$ cat config.mk
export PLATFORM = sky130hd
export DESIGN_NAME = c2p_cell
export DESIGN_NICKNAME = d
export VERILOG_FILES = /design/src/sv/cartesian_to_polar_degrees_unit_macros.svh /design/src/sv/c2p_pkg.sv /design/src/sv/c2p_cell.sv
export SDC_FILE = /design/constraint.sdc
export NUM_CORES = 1
export LEC_CHECK = 0
export ABC_AREA = 1
export BUFFER_PORTS_ARGS = -buffer_cell sky130_fd_sc_hd__buf_2
export CAP_MARGIN = 20
export CORE_UTILIZATION = 55
export DETAILED_ROUTE_END_ITERATION = 7
export PLACE_DENSITY = 0.79
export SLEW_MARGIN = 20
export SYNTH_ARGS = -nofsm -noshare
export SYNTH_HDL_FRONTEND = slang
export SYNTH_SLANG_ARGS = --single-unit
$ cat constraint.sdc
create_clock -name clk -period 27.6 [get_ports clk]
set_input_delay 8.28 -clock clk [delete_from_list [all_inputs] [get_ports clk]]
set_output_delay 8.28 -clock clk [all_outputs]
set_load 0.005 [all_outputs]
$ cat src/sv/cartesian_to_polar_degrees_unit_macros.svh
// Assertion macros shared by the RTL of the polar conversion unit.
// Define NO_ASSERTIONS to compile them away.
`ifndef CARTESIAN_TO_POLAR_DEGREES_UNIT_MACROS_SVH
`define CARTESIAN_TO_POLAR_DEGREES_UNIT_MACROS_SVH

`ifndef NO_ASSERTIONS

// Same-cycle implication, checked out of reset.
`define C2P_ASSERT_NOW(label, clk, rst_n, ante, cons, msg) \
	label: assert property (@(posedge clk) disable iff (!rst_n) (ante) |-> (cons)) \
		else $error(msg);

// Next-cycle implication, checked out of reset.
`define C2P_ASSERT_NEXT(label, clk, rst_n, ante, cons, msg) \
	label: assert property (@(posedge clk) disable iff (!rst_n) (ante) |=> (cons)) \
		else $error(msg);

`else

`define C2P_ASSERT_NOW(label, clk, rst_n, ante, cons, msg)
`define C2P_ASSERT_NEXT(label, clk, rst_n, ante, cons, msg)

`endif

`endif

$ cat src/sv/c2p_pkg.sv
`timescale 1ns / 1ps
package c2p_pkg;

	localparam int COORD_WIDTH = 16;
	localparam int FRAC_BITS   = 8;

	// Fixed field widths of the stream payload.
	localparam int COORD_FIELD_W = 16;
	localparam int RADIUS_W      = 24;
	localparam int ANGLE_W       = 17;
	localparam int IN_TDATA_W    = ((2 * COORD_FIELD_W + 7) / 8) * 8;
	localparam int OUT_TDATA_W   = ((RADIUS_W + ANGLE_W + 7) / 8) * 8;

	// Rotation datapath.
	localparam int CORDIC_STEPS    = 21;
	localparam int CORDIC_PRESHIFT = 20;
	localparam int ANG_FRAC        = 16;
	localparam int CORD_W          = COORD_WIDTH + CORDIC_PRESHIFT + 3;
	localparam int ACC_W           = ANG_FRAC + 9;
	localparam int TOT_W           = ANG_FRAC + 9;

	// Square root datapath: one result bit per cell.
	localparam int ROOT_W = COORD_WIDTH + FRAC_BITS;
	localparam int SQ_W   = 2 * ROOT_W;
	localparam int REM_W  = ROOT_W + 2;

	localparam int NCELL = (ROOT_W > CORDIC_STEPS) ? ROOT_W : CORDIC_STEPS;
	localparam int IDX_W = $clog2(NCELL);

	// Angle rounding from ANG_FRAC down to FRAC_BITS fraction bits.
	localparam int RND_SH = ANG_FRAC - FRAC_BITS;
	localparam int RND_W  = TOT_W + 1 - RND_SH;
	localparam logic [TOT_W:0] RND_HALF = (RND_SH == 0) ? '0 : (TOT_W + 1)'(1) << (RND_SH - 1);

	localparam logic signed [ACC_W-1:0] ACC_DEG90 = ACC_W'(90 << ANG_FRAC);
	localparam logic [TOT_W-1:0] TOT_DEG180 = TOT_W'(180 << ANG_FRAC);
	localparam logic [TOT_W-1:0] TOT_DEG360 = TOT_W'(360 << ANG_FRAC);
	localparam logic [RND_W-1:0] OUT_DEG360 = RND_W'(360 << FRAC_BITS);
	localparam logic [ANGLE_W-1:0] OUT_DEG90  = ANGLE_W'(90 << FRAC_BITS);
	localparam logic [ANGLE_W-1:0] OUT_DEG270 = ANGLE_W'(270 << FRAC_BITS);

	typedef struct packed {
		logic x_zero;
		logic x_neg;
		logic y_zero;
		logic y_neg;
		logic origin;
	} c2p_flags_t;

	// Everything one cell hands to its neighbor.
	typedef struct packed {
		logic signed [CORD_W-1:0] cx;
		logic signed [CORD_W-1:0] cy;
		logic signed [ACC_W-1:0]  acc;
		logic [SQ_W-1:0]          sq_bits;
		logic [REM_W-1:0]         rem;
		logic [ROOT_W-1:0]        root;
		c2p_flags_t               flags;
	} c2p_cell_t;

	// atan(2^-i) in degrees with ANG_FRAC fraction bits.
	function automatic logic signed [ACC_W-1:0] atan_deg(input logic [IDX_W-1:0] i);
		logic signed [ACC_W-1:0] v;
		unique case (i)
			IDX_W'(0):  v = ACC_W'(2949120);
			IDX_W'(1):  v = ACC_W'(1740967);
			IDX_W'(2):  v = ACC_W'(919879);
			IDX_W'(3):  v = ACC_W'(466945);
			IDX_W'(4):  v = ACC_W'(234379);
			IDX_W'(5):  v = ACC_W'(117304);
			IDX_W'(6):  v = ACC_W'(58666);
			IDX_W'(7):  v = ACC_W'(29335);
			IDX_W'(8):  v = ACC_W'(14668);
			IDX_W'(9):  v = ACC_W'(7334);
			IDX_W'(10): v = ACC_W'(3667);
			IDX_W'(11): v = ACC_W'(1833);
			IDX_W'(12): v = ACC_W'(917);
			IDX_W'(13): v = ACC_W'(458);
			IDX_W'(14): v = ACC_W'(229);
			IDX_W'(15): v = ACC_W'(115);
			IDX_W'(16): v = ACC_W'(57);
			IDX_W'(17): v = ACC_W'(29);
			IDX_W'(18): v = ACC_W'(14);
			IDX_W'(19): v = ACC_W'(7);
			IDX_W'(20): v = ACC_W'(4);
			default:    v = '0;
		endcase
		return v;
	endfunction

endpackage

$ cat src/sv/c2p_cell.sv
`timescale 1ns / 1ps
module c2p_cell
	import c2p_pkg::*;
(
	input  logic             clk,
	input  logic             arst_n,
	input  logic [IDX_W-1:0] idx,
	input  logic             in_valid,
	output logic             in_ready,
	input  c2p_cell_t        in_data,
	output logic             out_valid,
	input  logic             out_ready,
	output c2p_cell_t        out_data
);

	logic                     valid_q;
	c2p_cell_t                data_q;
	c2p_cell_t                nxt;
	logic                     rot_en;
	logic                     root_en;
	logic                     cy_neg;
	logic signed [CORD_W-1:0] mag_cy;
	logic signed [CORD_W-1:0] shx;
	logic signed [CORD_W-1:0] shy;
	logic [REM_W-1:0]         cur;
	logic [REM_W-1:0]         trial;

	assign rot_en  = {1'b0, idx} < (IDX_W + 1)'(CORDIC_STEPS);
	assign root_en = {1'b0, idx} < (IDX_W + 1)'(ROOT_W);

	// The remainder stays below 2^ROOT_W, so its top two bits are free to drop.
	assign cur   = {in_data.rem[REM_W-3:0], in_data.sq_bits[SQ_W-1 -: 2]};
	assign trial = {in_data.root, 2'b01};

	// cx never goes negative; cy is shifted by magnitude so it truncates toward zero.
	assign cy_neg = in_data.cy[CORD_W-1];
	assign mag_cy = cy_neg ? -in_data.cy : in_data.cy;
	assign shx    = mag_cy >>> idx;
	assign shy    = in_data.cx >>> idx;

	always_comb begin
		nxt = in_data;
		if (rot_en) begin
			nxt.cx = in_data.cx + shx;
			if (cy_neg) begin
				nxt.cy  = in_data.cy + shy;
				nxt.acc = in_data.acc - atan_deg(idx);
			end else begin
				nxt.cy  = in_data.cy - shy;
				nxt.acc = in_data.acc + atan_deg(idx);
			end
		end
		if (root_en) begin
			nxt.sq_bits = in_data.sq_bits << 2;
			if (cur >= trial) begin
				nxt.rem  = cur - trial;
				nxt.root = {in_data.root[ROOT_W-2:0], 1'b1};
			end else begin
				nxt.rem  = cur;
				nxt.root = {in_data.root[ROOT_W-2:0], 1'b0};
			end
		end
	end

	assign in_ready = !valid_q || out_ready;

	always_ff @(posedge clk or negedge arst_n) begin
		if (!arst_n) begin
			valid_q <= 1'b0;
		end else if (in_ready) begin
			valid_q <= in_valid;
		end
	end

	always_ff @(posedge clk) begin
		if (in_valid && in_ready) begin
			data_q <= nxt;
		end
	end

	assign out_valid = valid_q;
	assign out_data  = data_q;

endmodule

Word level (Yosys, flattened, before mapping)
Memory sizes are Yosys's and may differ from the RTL's.
Cells that the tools add are included.
{"block": "totals", "regBits": 207, "rom_bits": 1408, "in_bits": 215, "out_inout_bits": 208, "word_cells": 39, "mem_count": 2}
{"block": "op_classes", "add_sub_neg": 7, "order_cmp": 3, "shifts": 2, "mux": 9, "reduce_logical": 3}
{"memory": "(no name shown)", "depth": 32, "word_bits": 22, "read_ports": 1, "rd_clocked_by_memory_dff": 0, "wr": 0, "line": "c2p_pkg.sv:64", "rtl": "unique case (i)"}
{"memory": "(no name shown)", "depth": 32, "word_bits": 22, "read_ports": 1, "rd_clocked_by_memory_dff": 0, "wr": 0, "line": "c2p_pkg.sv:64"}
{"cell": "$mux W103", "n": 1}
{"cell": "$mux W25", "n": 4}
{"cell": "$mux W98", "n": 1}
{"cell": "$add A39 B39 Y39", "n": 2}
{"cell": "$sshr A39 B5 Y39", "n": 2}
{"cell": "$mux W64", "n": 1}
{"cell": "$mux W50", "n": 1}
{"cell": "$mux W39", "n": 1}
{"cell": "$neg A39 Y39", "n": 1}
{"cell": "$sub A39 B39 Y39", "n": 1}
{"cell": "$ge A26 B26 Y1", "n": 1}
{"cell": "$sub A26 B26 Y26", "n": 1}
{"cell": "$add A25 B25 Y25", "n": 1}
{"cell": "$sub A25 B25 Y25", "n": 1}
{"cell": "$lt A5 B5 Y1 const B", "n": 2}
{"cell": "$logic_and A1 B1 Y1", "n": 1}
{"cell": "$logic_not A1 Y1", "n": 1}
{"cell": "$logic_or A1 B1 Y1", "n": 1}

Longest topological paths before layout
An unclocked memory read counts as a cell.
{"block": "depth", "depth_word": 6, "mapped_depth": 36, "ltp_nobuf": 35}

Worst setup path after synthesis
OpenSTA, ideal clock, no wires.
{"block": "synth_timing", "kind": "input -> register", "startpoint": "in in_valid", "endpoint": "reg data_q, in the netlist out_data[0] (enable)", "setup_time_ps": 840, "t_arrival_ps": 18210, "required_time_ps": 26760, "path_slack_ps": 8550, "path_stages": 2, "path_buffers": 0, "path_cell_list": "inv_1 > a21oi_1"}
{"block": "synth_between", "elab_chain_len": 1}
{"element": "start, declared", "line": "c2p_cell.sv:8", "rtl": "input logic in_valid,"}
{"element": "$logic_and A1 B1 Y1", "line": "c2p_cell.sv:76", "rtl": "if (in_valid && in_ready) begin"}
{"element": "end signal, assigned", "line": "c2p_cell.sv:77", "rtl": "data_q <= nxt;"}
{"element": "end, declared", "line": "c2p_cell.sv:17", "rtl": "c2p_cell_t data_q;"}
No other way between the ends.
A chain may end at the register's enable or synchronous reset.

Final worst setup path
{"block": "layout_timing", "startpoint": "in out_ready", "endpoint": "out in_ready"}
{"block": "layout_between", "elab_chain_len": 1}
{"element": "start, declared", "line": "c2p_cell.sv:12", "rtl": "input logic out_ready,"}
{"element": "$logic_or A1 B1 Y1", "line": "c2p_cell.sv:65", "rtl": "assign in_ready = !valid_q || out_ready;"}
{"element": "end, declared", "line": "c2p_cell.sv:9", "rtl": "output logic in_ready,"}
No other way between the ends.

==> metrics.md <==
| Metric | Value |
|---|---|
| Largest net degree at the start of global routing | 129 |
| Area grow syn2layout | 13.3% |
| Via count | 26500 |
| CTS Buffer Depth | 3 |
| DR iter-0 viols | 3324 |
| IO Pins | between 400 and 500 |
| CP delay by family, top | buffers and inverters |
| Warnings from Yosys | 0 |
| Hold Buf Count CTS | 0 |
| VDD IR max | ~0.049 mV |
| Mapped cell area | 23500 um^2 |
| # Max-Cap Violations | 0 |
| Post-cts sizing count | 0 |
| PD cells | 50.5 nW/um^2 |
| Area leader, netlist | edfxtp_1 |
| CTS root buffer | clkbuf_16 |
| Worst setup path startpoint | out_ready |
| Port Buf Inserts | 422 |
| Most frequent cell after synthesis | nand2_1 |
| CTS tree | yes |
| # Post-CTS Setup Buffers | 0 |
| Max stage delay on crit path | 140 ps |
| Critical Path Most Common Cell | buf_2 |
| Share of cells above drive strength 1 | 0.158 |
| CP Class | input port to output port |
| Clk slew on worst S/H paths | 60 ps |
| Die X | 209 um |
| Hold Crit Start | out_valid |
| Core area | 42000 um^2 |
| Startpoint types | input port |
| Avg Synthesized Cell Area | 6.49 um^2 |
| Bufs and invs on worst path | 3 |
| Die Ht | 209 um |
| Routed wire length | 87300 um |
| Fillers | 4082 |
| Int Power | ~810 uW |
| Global-route wire length before repair | between 100000 and 150000 um |
| Share of Yosys cell area claimed by the top area cell type | 0.263 |
| Highest clock rate | 58.9 MHz |
| Top cells by area, synth | edfxtp_1 26%, nand2_1 17%, nand3_1 9.4%, ha_1 7.1%, o21ai_0 5.8% |
| End-of-flow core utilization | 0.633 |
| Mapped Nets | 3972 |
| Post-Syn Instances | between 3000 and 4000 |
| Post-synth EDFFs | 206 |
| Leakage power | 12.9 nW |
| WP data required | a little under 20000 ps |
| Combinational cell fraction of total power | 0.444 |
| Worst Hold Class | flip-flop to flip-flop |
| Top_reg_cell synth | edfxtp_1 |
| Measured slew at the worst slew-check pin | 1080 ps |
| Die area | 43600 um^2 |
| DRT Pass-1 Iters | 7 |
| Skew final | about 10 ps |
| Vias in the first global route | 23700 |
| TritonCTS Sinks | 207 |
| Post-route DRC | 0 |
| Final min period | 16980 ps |
| Crit path DAT | 8700 ps |
| Critical path peak fanout | 2 |
| Clk_lat worst skew | 550 ps |
| Cell row count | 75 |
| Cts bufs inserted | 24 |
| Vias/cell | 5.87 |
| Routability cong. | 1.04 |
| Reg2reg setup slack | 25060 ps |
| Clock share of power | 0.255 |
| Reg2reg start | out_valid |
| Slowest stage cell on the critical path | buf_2 |
| Number of nets with antenna violations after routing | 0 |
| FFs w/ async S/R, synth | 0.00483 |
| Starting Density | 0.559 |
| Seq pwr share | 0.301 |
| Status | complete, no violations |
| DR WL/cell | 19.4 um |
| GRT Total Usage | 0.386 |
| Sw power | roughly 540 uW |
| Grt ovf | 0 |
| CP cell instances | buf_2 > inv_1 > nand2_1 > buf_2 |
| Sw Ratio | 0.400 |
| Synth cell types | 63 |
| Setup TNS | 0 ps |
| Nets | 4299 |
| Dpl hpwl | 69200 um |
| Slew Viols, Final | 0 |
| Sequential fraction of the synthesis area | 0.264 |
| Post-route clock period utilization | 0.615 |
| CTS HTree Levels | 1 |
| Yosys reg bits | 207 |
| Initial antenna violation count | 7 |
| Setup crit end kind | output port |
| Final Hold Fails | 0 |
| Slew headroom | 0.276 |
| Endpoints failing setup | 0 |
| Synth top cells by count | 1064 x nand2_1, 442 x nand3_1, 344 x inv_1, 274 x o21ai_0, 264 x nor2_1 |
| Unrepaired setup endpoints after global routing | no |
## state kept, by name (all words and copies together), names as in the netlist
signal and count:
out_data 206, out_valid 1
## tightest hold or removal path, delay by kind of cell, from the launching register on
| kind | cells | cell delay (ps) |
|---|---|---|
| flops | 1 | 400 |
| simple gates | 2 | 170 |
## final cells by class
type / count / area (um^2) / share of cell area
multi-input cells: 2897 / 15200 / 0.571
flip-flops and latches: 207 / 6210 / 0.233
repair buffers: 439 / 2260 / 0.0849
inverters: 378 / 1430 / 0.0538
well taps: 539 / 674 / 0.0253
clock buffers: 30 / 664 / 0.0250
clock inverters: 11 / 165 / 0.00621
diodes: 8 / 20.0 / 0.000752
## power by group through the flow
stage                     Clock, mW  Sequential (mW)  Combinational, mW
after floorplan                   0            0.421              0.394
after global placement            0            0.410              0.576
after detailed placement          0            0.411              0.579
after CTS                     0.347            0.405              0.583
after global routing          0.357            0.407              0.657
final                         0.343            0.405              0.597
## per-layer routing
metal | global-route usage | wire (um)
met5 | 0 | 0
met4 | 0.171 | 4180
met3 | 0.0586 | 8250
met2 | 0.622 | 39000
met1 | 0.512 | 35900
## layout by cell type, fill, tap and decap left out, types with 15 or more instances in the layout
| cell | n |
|---|---|
| ha_1 | 134 |
| o21ai_1 | 20 |
| a31oi_1 | 62 |
| or2_2 | 37 |
| o21ai_0 | 274 |
| nor2_1 | 264 |
| nand2_2 | 24 |
| o211ai_1 | 15 |
| clkbuf_16 | 25 |
| a21o_1 | 16 |
| nand2_1 | 1063 |
| inv_2 | 29 |
| buf_2 | 422 |
| inv_1 | 342 |
| buf_4 | 15 |
| xor2_1 | 89 |
| nand4_1 | 44 |
| nand3_1 | 441 |
| o21a_1 | 15 |
| nor3_1 | 15 |
| edfxtp_1 | 206 |
| a21oi_1 | 201 |
| xnor2_1 | 51 |
## stage by stage
step           area, um^2  worst slack, ps  hold WS [ps]  total power, mW  std cells
6_report            26600            10620           608             1.34       4509
5_1_grt             26600            10580           669             1.42       4508
4_1_cts             26600            10610           613             1.34       4500
3_5_place_dp        25800            10610           600            0.991       4459
3_3_place_gp        25800            10640           573            0.986       4459
2_1_floorplan       23500             8550           528            0.816       3620
## cells by family after synthesis
kind of cell / Yosys count / synth area share
multiplexers: 4 / 0.00170
AND/OR/NAND/NOR: 1951 / 0.359
AO/OA/AOI/OAI: 665 / 0.159
XOR/XNOR: 140 / 0.0522
adder cells (fa/ha/maj): 137 / 0.0739
buffers and inverters: 516 / 0.0905
flip-flops: 207 / 0.264
## path summary, 6_finish.rpt
check,to,cells after the start
max in group asynchronous,out_valid,1
min,out_valid,2
max reg2reg,out_data[29],3
min in group asynchronous,out_valid,1
max,in_ready,4
min reg2reg,out_valid,2
No activity file was read; power rests on OpenSTA's default activity.
